File: src/sv/rabd_pkg.sv
`timescale 1ns / 1ps

package rabd_pkg;

  typedef enum logic {
    REQ_STRAIGHT = 1'b0,
    REQ_PREMUL   = 1'b1
  } req_type_e;

  // One input item as it enters the blend pipeline
  typedef struct packed {
    logic        req_type;
    logic [15:0] dst_pixel;
    logic [31:0] src_color;
    logic [7:0]  opacity;
    logic        dither_enable;
    logic [7:0]  pixel_x;
    logic [7:0]  pixel_y;
  } pix_req_t;

  // Blended 8-bit channels handed to the packer
  typedef struct packed {
    logic        bypass;
    logic [15:0] dst_pixel;
    logic [7:0]  r;
    logic [7:0]  g;
    logic [7:0]  b;
    logic        dither_enable;
    logic [1:0]  bayer_x;
    logic [1:0]  bayer_y;
  } blend_t;

  localparam logic [15:0] ROUND_BIAS = 16'd127;
  localparam logic [15:0] RECIP_255  = 16'd32897;  // ceil(2^23 / 255)
  localparam int unsigned RECIP_SH   = 23;

  localparam logic [3:0] BAYER_TAB [4][4] = '{
    '{4'd0,  4'd8,  4'd2,  4'd10},
    '{4'd12, 4'd4,  4'd14, 4'd6},
    '{4'd3,  4'd11, 4'd1,  4'd9},
    '{4'd15, 4'd7,  4'd13, 4'd5}
  };

  // a*b + 127, ready for a divide by 255
  function automatic logic [15:0] mul_bias(input logic [7:0] a, input logic [7:0] b);
    mul_bias = 16'(a) * 16'(b) + ROUND_BIAS;
  endfunction

  // floor(x / 255) by reciprocal; exact for x below 66052, result fits 8 bits here
  function automatic logic [7:0] div255(input logic [15:0] x);
    logic [31:0] p;
    p = 32'(x) * 32'(RECIP_255);
    div255 = p[RECIP_SH +: 8];
  endfunction

  function automatic logic [7:0] expand5(input logic [4:0] v);
    expand5 = {v, v[4:2]};
  endfunction

  function automatic logic [7:0] expand6(input logic [5:0] v);
    expand6 = {v, v[5:4]};
  endfunction

endpackage

File: src/sv/rabd_if.sv
`timescale 1ns / 1ps

interface rabd_in_if;
  logic        valid;
  logic        ready;
  logic        req_type;
  logic [15:0] dst_pixel;
  logic [31:0] src_color;
  logic [7:0]  opacity;
  logic        dither_enable;
  logic [7:0]  pixel_x;
  logic [7:0]  pixel_y;

  modport source (
    output valid, req_type, dst_pixel, src_color, opacity, dither_enable, pixel_x, pixel_y,
    input  ready
  );
  modport sink (
    input  valid, req_type, dst_pixel, src_color, opacity, dither_enable, pixel_x, pixel_y,
    output ready
  );
endinterface

interface rabd_out_if;
  logic        valid;
  logic        ready;
  logic [15:0] out_pixel;

  modport source (output valid, out_pixel, input ready);
  modport sink (input valid, out_pixel, output ready);
endinterface

File: src/sv/rabd_blend.sv
`timescale 1ns / 1ps

module rabd_blend import rabd_pkg::*; (
  input  logic     clk_i,
  input  logic     rst_ni,
  input  logic     in_valid_i,
  output logic     in_ready_o,
  input  pix_req_t in_req_i,
  output logic     out_valid_o,
  input  logic     out_ready_i,
  output blend_t   out_data_o
);

  // stage 1: products with bias, destination expand
  logic        s1_v_q;
  req_type_e   s1_mode_q;
  logic [15:0] s1_dst_q;
  logic        s1_dith_q;
  logic [1:0]  s1_bx_q, s1_by_q;
  logic [15:0] s1_pa_q, s1_pr_q, s1_pg_q, s1_pb_q;
  logic [7:0]  s1_sr_q, s1_sg_q, s1_sb_q;
  logic [7:0]  s1_dr_q, s1_dg_q, s1_db_q;

  // stage 2: effective alpha and scaled source
  logic        s2_v_q;
  req_type_e   s2_mode_q;
  logic [15:0] s2_dst_q;
  logic        s2_dith_q;
  logic [1:0]  s2_bx_q, s2_by_q;
  logic [7:0]  s2_ea_q, s2_inv_q;
  logic [7:0]  s2_srop_q, s2_sgop_q, s2_sbop_q;
  logic [7:0]  s2_sr_q, s2_sg_q, s2_sb_q;
  logic [7:0]  s2_dr_q, s2_dg_q, s2_db_q;

  // stage 3: blend sums
  logic        s3_v_q;
  req_type_e   s3_mode_q;
  logic [15:0] s3_dst_q;
  logic        s3_dith_q;
  logic [1:0]  s3_bx_q, s3_by_q;
  logic        s3_bypass_q;
  logic [15:0] s3_sum_r_q, s3_sum_g_q, s3_sum_b_q;
  logic [7:0]  s3_srop_q, s3_sgop_q, s3_sbop_q;

  // stage 4: final channels
  logic        s4_v_q;
  blend_t      s4_data_q;

  logic s1_en, s2_en, s3_en, s4_en;

  assign s4_en      = !s4_v_q || out_ready_i;
  assign s3_en      = !s3_v_q || s4_en;
  assign s2_en      = !s2_v_q || s3_en;
  assign s1_en      = !s1_v_q || s2_en;
  assign in_ready_o = s1_en;

  assign out_valid_o = s4_v_q;
  assign out_data_o  = s4_data_q;

  logic [7:0] a_sr, a_sg, a_sb, a_sa;
  assign a_sr = in_req_i.src_color[31:24];
  assign a_sg = in_req_i.src_color[23:16];
  assign a_sb = in_req_i.src_color[15:8];
  assign a_sa = in_req_i.src_color[7:0];

  logic [15:0] c_sum_r, c_sum_g, c_sum_b;
  logic [15:0] c_src_r, c_src_g, c_src_b;

  always_comb begin
    if (s2_mode_q == REQ_PREMUL) begin
      c_src_r = 16'd0;
      c_src_g = 16'd0;
      c_src_b = 16'd0;
    end else begin
      c_src_r = 16'(s2_sr_q) * 16'(s2_ea_q);
      c_src_g = 16'(s2_sg_q) * 16'(s2_ea_q);
      c_src_b = 16'(s2_sb_q) * 16'(s2_ea_q);
    end
    c_sum_r = c_src_r + 16'(s2_dr_q) * 16'(s2_inv_q) + ROUND_BIAS;
    c_sum_g = c_src_g + 16'(s2_dg_q) * 16'(s2_inv_q) + ROUND_BIAS;
    c_sum_b = c_src_b + 16'(s2_db_q) * 16'(s2_inv_q) + ROUND_BIAS;
  end

  logic [7:0] d_q_r, d_q_g, d_q_b;
  logic [8:0] d_t_r, d_t_g, d_t_b;
  blend_t     s4_data_d;

  always_comb begin
    d_q_r = div255(s3_sum_r_q);
    d_q_g = div255(s3_sum_g_q);
    d_q_b = div255(s3_sum_b_q);
    d_t_r = 9'(s3_srop_q) + 9'(d_q_r);
    d_t_g = 9'(s3_sgop_q) + 9'(d_q_g);
    d_t_b = 9'(s3_sbop_q) + 9'(d_q_b);
    s4_data_d.bypass        = s3_bypass_q;
    s4_data_d.dst_pixel     = s3_dst_q;
    s4_data_d.dither_enable = s3_dith_q;
    s4_data_d.bayer_x       = s3_bx_q;
    s4_data_d.bayer_y       = s3_by_q;
    if (s3_mode_q == REQ_PREMUL) begin
      // saturate premultiplied sums
      s4_data_d.r = d_t_r[8] ? 8'hFF : d_t_r[7:0];
      s4_data_d.g = d_t_g[8] ? 8'hFF : d_t_g[7:0];
      s4_data_d.b = d_t_b[8] ? 8'hFF : d_t_b[7:0];
    end else begin
      s4_data_d.r = d_q_r;
      s4_data_d.g = d_q_g;
      s4_data_d.b = d_q_b;
    end
  end

  always_ff @(posedge clk_i or negedge rst_ni) begin
    if (!rst_ni) begin
      s1_v_q <= 1'b0;
      s2_v_q <= 1'b0;
      s3_v_q <= 1'b0;
      s4_v_q <= 1'b0;
    end else begin
      if (s1_en) s1_v_q <= in_valid_i;
      if (s2_en) s2_v_q <= s1_v_q;
      if (s3_en) s3_v_q <= s2_v_q;
      if (s4_en) s4_v_q <= s3_v_q;
    end
  end

  always_ff @(posedge clk_i) begin
    if (s1_en && in_valid_i) begin
      s1_mode_q <= req_type_e'(in_req_i.req_type);
      s1_dst_q  <= in_req_i.dst_pixel;
      s1_dith_q <= in_req_i.dither_enable;
      s1_bx_q   <= in_req_i.pixel_x[1:0];
      s1_by_q   <= in_req_i.pixel_y[1:0];
      s1_pa_q   <= mul_bias(a_sa, in_req_i.opacity);
      s1_pr_q   <= mul_bias(a_sr, in_req_i.opacity);
      s1_pg_q   <= mul_bias(a_sg, in_req_i.opacity);
      s1_pb_q   <= mul_bias(a_sb, in_req_i.opacity);
      s1_sr_q   <= a_sr;
      s1_sg_q   <= a_sg;
      s1_sb_q   <= a_sb;
      s1_dr_q   <= expand5(in_req_i.dst_pixel[15:11]);
      s1_dg_q   <= expand6(in_req_i.dst_pixel[10:5]);
      s1_db_q   <= expand5(in_req_i.dst_pixel[4:0]);
    end
    if (s2_en && s1_v_q) begin
      s2_mode_q <= s1_mode_q;
      s2_dst_q  <= s1_dst_q;
      s2_dith_q <= s1_dith_q;
      s2_bx_q   <= s1_bx_q;
      s2_by_q   <= s1_by_q;
      s2_ea_q   <= div255(s1_pa_q);
      s2_inv_q  <= 8'hFF - div255(s1_pa_q);
      s2_srop_q <= div255(s1_pr_q);
      s2_sgop_q <= div255(s1_pg_q);
      s2_sbop_q <= div255(s1_pb_q);
      s2_sr_q   <= s1_sr_q;
      s2_sg_q   <= s1_sg_q;
      s2_sb_q   <= s1_sb_q;
      s2_dr_q   <= s1_dr_q;
      s2_dg_q   <= s1_dg_q;
      s2_db_q   <= s1_db_q;
    end
    if (s3_en && s2_v_q) begin
      s3_mode_q   <= s2_mode_q;
      s3_dst_q    <= s2_dst_q;
      s3_dith_q   <= s2_dith_q;
      s3_bx_q     <= s2_bx_q;
      s3_by_q     <= s2_by_q;
      s3_bypass_q <= (s2_ea_q == 8'd0);
      s3_sum_r_q  <= c_sum_r;
      s3_sum_g_q  <= c_sum_g;
      s3_sum_b_q  <= c_sum_b;
      s3_srop_q   <= s2_srop_q;
      s3_sgop_q   <= s2_sgop_q;
      s3_sbop_q   <= s2_sbop_q;
    end
    if (s4_en && s3_v_q) begin
      s4_data_q <= s4_data_d;
    end
  end

endmodule

File: src/sv/rabd_pack.sv
`timescale 1ns / 1ps

module rabd_pack import rabd_pkg::*; (
  input  logic        clk_i,
  input  logic        rst_ni,
  input  logic        in_valid_i,
  output logic        in_ready_o,
  input  blend_t      in_data_i,
  output logic        out_valid_o,
  input  logic        out_ready_i,
  output logic [15:0] out_pixel_o
);

  function automatic logic [7:0] rem255(input logic [13:0] vm, input logic [7:0] q);
    rem255 = 8'(vm - 14'(q) * 14'd255);
  endfunction

  // stage 5: quotient, remainder, threshold
  logic        s5_v_q;
  logic        s5_bypass_q;
  logic        s5_dith_q;
  logic [15:0] s5_dst_q;
  logic [15:0] s5_trunc_q;
  logic [4:0]  s5_qr_q, s5_qb_q;
  logic [5:0]  s5_qg_q;
  logic [7:0]  s5_remr_q, s5_remg_q, s5_remb_q;
  logic [12:0] s5_thr_q;

  // stage 6: output register
  logic        s6_v_q;
  logic [15:0] s6_pix_q;

  logic s5_en, s6_en;
  assign s6_en       = !s6_v_q || out_ready_i;
  assign s5_en       = !s5_v_q || s6_en;
  assign in_ready_o  = s5_en;
  assign out_valid_o = s6_v_q;
  assign out_pixel_o = s6_pix_q;

  logic [13:0] e_vm_r, e_vm_g, e_vm_b;
  logic [7:0]  e_q_r, e_q_g, e_q_b;
  logic [12:0] e_thr;

  always_comb begin
    e_vm_r = 14'(in_data_i.r) * 14'd31;
    e_vm_g = 14'(in_data_i.g) * 14'd63;
    e_vm_b = 14'(in_data_i.b) * 14'd31;
    e_q_r  = div255(16'(e_vm_r));
    e_q_g  = div255(16'(e_vm_g));
    e_q_b  = div255(16'(e_vm_b));
    e_thr  = 13'({BAYER_TAB[in_data_i.bayer_y][in_data_i.bayer_x], 1'b1}) * 13'd255;
  end

  logic       f_up_r, f_up_g, f_up_b;
  logic [15:0] f_dith;
  logic [15:0] s6_pix_d;

  always_comb begin
    // raise the quotient when the remainder clears the Bayer threshold
    f_up_r = (s5_qr_q < 5'd31) && ({s5_remr_q, 5'b0} > s5_thr_q);
    f_up_g = (s5_qg_q < 6'd63) && ({s5_remg_q, 5'b0} > s5_thr_q);
    f_up_b = (s5_qb_q < 5'd31) && ({s5_remb_q, 5'b0} > s5_thr_q);
    f_dith = {s5_qr_q + 5'(f_up_r), s5_qg_q + 6'(f_up_g), s5_qb_q + 5'(f_up_b)};
    if (s5_bypass_q) begin
      s6_pix_d = s5_dst_q;
    end else if (s5_dith_q) begin
      s6_pix_d = f_dith;
    end else begin
      s6_pix_d = s5_trunc_q;
    end
  end

  always_ff @(posedge clk_i or negedge rst_ni) begin
    if (!rst_ni) begin
      s5_v_q <= 1'b0;
      s6_v_q <= 1'b0;
    end else begin
      if (s5_en) s5_v_q <= in_valid_i;
      if (s6_en) s6_v_q <= s5_v_q;
    end
  end

  always_ff @(posedge clk_i) begin
    if (s5_en && in_valid_i) begin
      s5_bypass_q <= in_data_i.bypass;
      s5_dith_q   <= in_data_i.dither_enable;
      s5_dst_q    <= in_data_i.dst_pixel;
      s5_trunc_q  <= {in_data_i.r[7:3], in_data_i.g[7:2], in_data_i.b[7:3]};
      s5_qr_q     <= e_q_r[4:0];
      s5_qg_q     <= e_q_g[5:0];
      s5_qb_q     <= e_q_b[4:0];
      s5_remr_q   <= rem255(e_vm_r, e_q_r);
      s5_remg_q   <= rem255(e_vm_g, e_q_g);
      s5_remb_q   <= rem255(e_vm_b, e_q_b);
      s5_thr_q    <= e_thr;
    end
    if (s6_en && s5_v_q) begin
      s6_pix_q <= s6_pix_d;
    end
  end

endmodule

File: src/sv/rgb565_alpha_blend_dither_unit.sv
`timescale 1ns / 1ps

// RGB565 alpha blend with 4x4 ordered dither.
// Four blend stages, two pack stages. Throughput: one item per clock while the sink is ready.
// Each of the two 8x8 multiply-and-divide-by-255 steps per channel puts its multiply and its
// divide in separate stages, and ready runs combinationally from the sink back to the input.
// Reset clears only the valid bits of every stage; payload registers are not reset.

module rgb565_alpha_blend_dither_unit import rabd_pkg::*; (
  input  logic  clk_i,
  input  logic  rst_ni,
  rabd_in_if.sink    pix_in_i,
  rabd_out_if.source pix_out_o
);

  pix_req_t in_req;
  blend_t   blend_data;
  logic     blend_valid;
  logic     blend_ready;

  // Gather the input item into one request word
  always_comb begin
    in_req.req_type      = pix_in_i.req_type;
    in_req.dst_pixel     = pix_in_i.dst_pixel;
    in_req.src_color     = pix_in_i.src_color;
    in_req.opacity       = pix_in_i.opacity;
    in_req.dither_enable = pix_in_i.dither_enable;
    in_req.pixel_x       = pix_in_i.pixel_x;
    in_req.pixel_y       = pix_in_i.pixel_y;
  end

  // Blend: effective alpha, per-channel mix, rounding and saturation
  rabd_blend u_blend (
    .clk_i       (clk_i),
    .rst_ni      (rst_ni),
    .in_valid_i  (pix_in_i.valid),
    .in_ready_o  (pix_in_i.ready),
    .in_req_i    (in_req),
    .out_valid_o (blend_valid),
    .out_ready_i (blend_ready),
    .out_data_o  (blend_data)
  );

  // Pack: truncate or dither to RGB565, pass the destination on a transparent source
  rabd_pack u_pack (
    .clk_i       (clk_i),
    .rst_ni      (rst_ni),
    .in_valid_i  (blend_valid),
    .in_ready_o  (blend_ready),
    .in_data_i   (blend_data),
    .out_valid_o (pix_out_o.valid),
    .out_ready_i (pix_out_o.ready),
    .out_pixel_o (pix_out_o.out_pixel)
  );

endmodule

File: src/flat_wrapper.sv
// flat-port wrapper written by rule: the top's interface ports become plain ports
module rgb565_alpha_blend_dither_unit_flat import rabd_pkg::*;
  (clk_i, rst_ni, pix_in_i_valid, pix_in_i_req_type, pix_in_i_dst_pixel, pix_in_i_src_color, pix_in_i_opacity, pix_in_i_dither_enable, pix_in_i_pixel_x, pix_in_i_pixel_y, pix_in_i_ready, pix_out_o_valid, pix_out_o_out_pixel, pix_out_o_ready);
  rabd_in_if pix_in_i_i ();
  rabd_out_if pix_out_o_i ();
  input  logic clk_i;
  input  logic rst_ni;
  input wire logic [$bits(pix_in_i_i.valid)-1:0] pix_in_i_valid;
  input wire logic [$bits(pix_in_i_i.req_type)-1:0] pix_in_i_req_type;
  input wire logic [$bits(pix_in_i_i.dst_pixel)-1:0] pix_in_i_dst_pixel;
  input wire logic [$bits(pix_in_i_i.src_color)-1:0] pix_in_i_src_color;
  input wire logic [$bits(pix_in_i_i.opacity)-1:0] pix_in_i_opacity;
  input wire logic [$bits(pix_in_i_i.dither_enable)-1:0] pix_in_i_dither_enable;
  input wire logic [$bits(pix_in_i_i.pixel_x)-1:0] pix_in_i_pixel_x;
  input wire logic [$bits(pix_in_i_i.pixel_y)-1:0] pix_in_i_pixel_y;
  output wire logic [$bits(pix_in_i_i.ready)-1:0] pix_in_i_ready;
  output wire logic [$bits(pix_out_o_i.valid)-1:0] pix_out_o_valid;
  output wire logic [$bits(pix_out_o_i.out_pixel)-1:0] pix_out_o_out_pixel;
  input wire logic [$bits(pix_out_o_i.ready)-1:0] pix_out_o_ready;
  assign pix_in_i_i.valid = pix_in_i_valid;
  assign pix_in_i_i.req_type = pix_in_i_req_type;
  assign pix_in_i_i.dst_pixel = pix_in_i_dst_pixel;
  assign pix_in_i_i.src_color = pix_in_i_src_color;
  assign pix_in_i_i.opacity = pix_in_i_opacity;
  assign pix_in_i_i.dither_enable = pix_in_i_dither_enable;
  assign pix_in_i_i.pixel_x = pix_in_i_pixel_x;
  assign pix_in_i_i.pixel_y = pix_in_i_pixel_y;
  assign pix_in_i_ready = pix_in_i_i.ready;
  assign pix_out_o_valid = pix_out_o_i.valid;
  assign pix_out_o_out_pixel = pix_out_o_i.out_pixel;
  assign pix_out_o_i.ready = pix_out_o_ready;
  rgb565_alpha_blend_dither_unit u_core (.clk_i(clk_i), .rst_ni(rst_ni), .pix_in_i(pix_in_i_i), .pix_out_o(pix_out_o_i));
endmodule
File: config.mk
export PLATFORM = sky130hd
export DESIGN_NAME = rgb565_alpha_blend_dither_unit_flat
export DESIGN_NICKNAME = d
export VERILOG_FILES = /design/src/sv/rabd_pkg.sv /design/src/sv/rabd_if.sv /design/src/sv/rabd_blend.sv /design/src/sv/rabd_pack.sv /design/src/sv/rgb565_alpha_blend_dither_unit.sv /design/src/flat_wrapper.sv
export SDC_FILE = /design/constraint.sdc
export NUM_CORES = 2
export LEC_CHECK = 0
export BUFFER_PORTS_ARGS = -buffer_cell sky130_fd_sc_hd__buf_2
export CAP_MARGIN = 20
export CORE_ASPECT_RATIO = 2
export CORE_UTILIZATION = 70
export CTS_BUF_LIST = sky130_fd_sc_hd__clkbuf_2
export DETAILED_ROUTE_END_ITERATION = 12
export PLACE_DENSITY = 0.95
export SLEW_MARGIN = 10
export SYNTH_ARGS = -nofsm -noshare
export SYNTH_HDL_FRONTEND = slang
export SYNTH_SLANG_ARGS = --single-unit
File: constraint.sdc
create_clock -name clk_i -period 24 [get_ports clk_i]
set_clock_uncertainty 0.05 [all_clocks]
set_input_delay 4.8 -clock clk_i [delete_from_list [all_inputs] [get_ports clk_i]]
set_output_delay 4.8 -clock clk_i [all_outputs]
set_load 0.01 [all_outputs]
==> run metrics <==
CP arrival 6.63 ns; CP Capture Type output pin; Multi-input gate area between 0.03 and 0.04 sq mm; post-CTS setup buffer count 0; Synth Warn # 0; Final TNS setup 0 ns; antenna violation net count after detailed routing 0; Crit Path Category input pin to output pin; first-pass GRT wire length 196000 um; clock root cell clkbuf_2; critical path's slowest cell nor2b_1; Final HPWL DP 96500 um; final setup fails 0; CTS Hold Bufs 0; Post-synth ARST share 1.36%; cts bufs inserted 93; Seq/Total Area, Yosys 24.9%; Overall Global Routing Usage 32.5%; Mean Syn Cell Area 10.8 sq um; total area of sequential cells 0.0132 sq mm; io pins 96; vias around 38000; EDFF count, synth 435; Final Slew Violations 0; flops & latches, synth 441; syn_nets 6650; grt ovf 0; area grow syn2layout 4.90%; Clock Sinks 441; initial antenna violation count 8; post-synthesis cell count 4926; Final period util 47.8%; row count 142; Die Span X between 150 and 200 um; post-synthesis adder-cell area fraction 46.3%; Synth Area in XOR/XNOR about 5%; residual DRC count 0; WL met3 6560 um; most frequent cells in the layout ha_1 (1114), inv_1 (773), fa_1 (532); I/O Buffers 83; share of layout cells above drive strength 1 under 10%; maximum clock frequency 87.1 MHz; mux cell area share after synthesis 0.215%; Worst slew margin 26.7%; max_cap viols 0; RSZ-0062 raised after global routing false; clk_lat worst skew roughly 1.3 ns; Avg WL per Cell around 20 um; # fillers 4477; commonest non-fill, non-tap cell in the layout ha_1; Synth cell types 73; worst slew pin tran 1.10 ns; CTS tree done; clock-pin slew on the worst setup and hold paths between 0.15 and 0.2 ns; crit-path cells buf_2, nor2b_1, nand3_1, nor2_1, nand3_1, buf_2; met2 wire length roughly 65000 um; Die Y a little under 400 um; min Tclk post-route 11.48 ns; final hold vios 0; Req. time, crit path between 15 and 20 ns; nets@finish 6768; CP max stage delay 0.68 ns; RD Place Congestion between 0.9 and 1; drt total wl between 100000 and 150000 um; max reg flops 46; core region area 0.0750 sq mm; Compound-Gate Fraction of Synth Area 7.12%; highest metal used met5; Met1 Wirelength 37600 um; via/cell ratio 6.15; Starting DRT DRC Count 1960; critical path startpoint category input pin; most common flop cell mapped by yosys edfxtp_1; main combinational cell family by area after synthesis adder cells; die area 0.0770 sq mm; vias in the first global route 42037; Initial Util between 70% and 80%; cts repair resizes 0; clock tree buffer depth 3; synthesized area roughly 0.053 sq mm; H-tree levels 3; worst-path maximum fanout 7; largest net degree at the start of global routing 83; Synth Area in Simple Gates 10.4%; Hold WC Path Type register to register; drt pass-1 iters 6; run status finished clean
## metal layers
layer  vias to the layer above  track usage [%]
met5                         -                0
met4                         2             27.5
met3                       758             5.51
met2                      1643             61.5
met1                     18343             29.4
li1                      16931                -
## synthesized netlist by cell type (57+ instances only)
| cell | number | share of area, % |
|---|---|---|
| nor2_1 | 127 | 0.90 |
| edfxtp_1 | 435 | 25 |
| a21o_1 | 81 | 1.1 |
| nor3_1 | 63 | 0.59 |
| o21ai_0 | 98 | 0.92 |
| fa_1 | 532 | 20 |
| nand2_1 | 401 | 2.8 |
| inv_1 | 773 | 5.5 |
| nand3_1 | 57 | 0.54 |
| a21oi_1 | 147 | 1.4 |
| ha_1 | 1114 | 26 |
| clkbuf_1 | 63 | 0.45 |
| and2_1 | 324 | 3.8 |
| xnor2_1 | 206 | 3.4 |
| xor2_1 | 97 | 1.6 |
## metrics by stage
stage               instances  utilization [%]  instance area (sq um)  setup slack, ns  hold slack, ns
detailed placement       5956             72.8                  54600            12.69           0.355
global route             6126             74.2                  55700            12.33           0.308
floorplan                4926                -                  53100            12.45           0.350
finish                   6128             74.3                  55700            12.52           0.288
global placement         5956             72.8                  54600            12.75           0.352
CTS                      6119             74.2                  55600            12.65           0.276
## critical path, delay by kind of cell
family / cells / cell delay, ns
and+or+nand+nor: 4 / 1.47
buffers and inverters: 2 / 0.36
## cell families (layout without fill, tap and decap cells)
group           count (synthesis)  in the layout
compound gates                567            567
xor+xnor                      305            305
fa+ha+maj                    1646           1646
buf+inv                       842           1028
flops                         441            441
mux                            11             11
other cells                     0              8
simple gates                 1114           1114
## cell type report
class                           instances  area share [%]
Sequential cell                       441            23.7
Tap cell                             1008            2.27
Timing Repair Buffer                   92           0.903
Multi-Input combinational cell       3643            66.0
Clock inverter                         50           0.850
Antenna cell                            8          0.0360
Inverter                              773            5.21
Clock buffer                          113            1.02
## worst paths after layout
kind                                          endpoint  cells after the start                     startpoint  slack (ns)
max                                     pix_in_i_ready                      6                pix_out_o_ready       12.52
min                        u_core.u_blend.s3_sgop_q[0]                      0    u_core.u_blend.s2_sgop_q[0]        0.29
max reg2reg                 u_core.u_pack.s5_remg_q[7]                     42  u_core.u_blend.out_data_o[18]       12.94
min reg2reg                u_core.u_blend.s3_sgop_q[0]                      0    u_core.u_blend.s2_sgop_q[0]        0.29
max in group asynchronous   u_core.u_blend.out_valid_o                      1                         rst_ni       20.38
min in group asynchronous        u_core.u_blend.s2_v_q                      1                         rst_ni        3.24
Power is not shown: default switching activity piles up to over one toggle a cycle in this logic, so the estimate is an artifact.
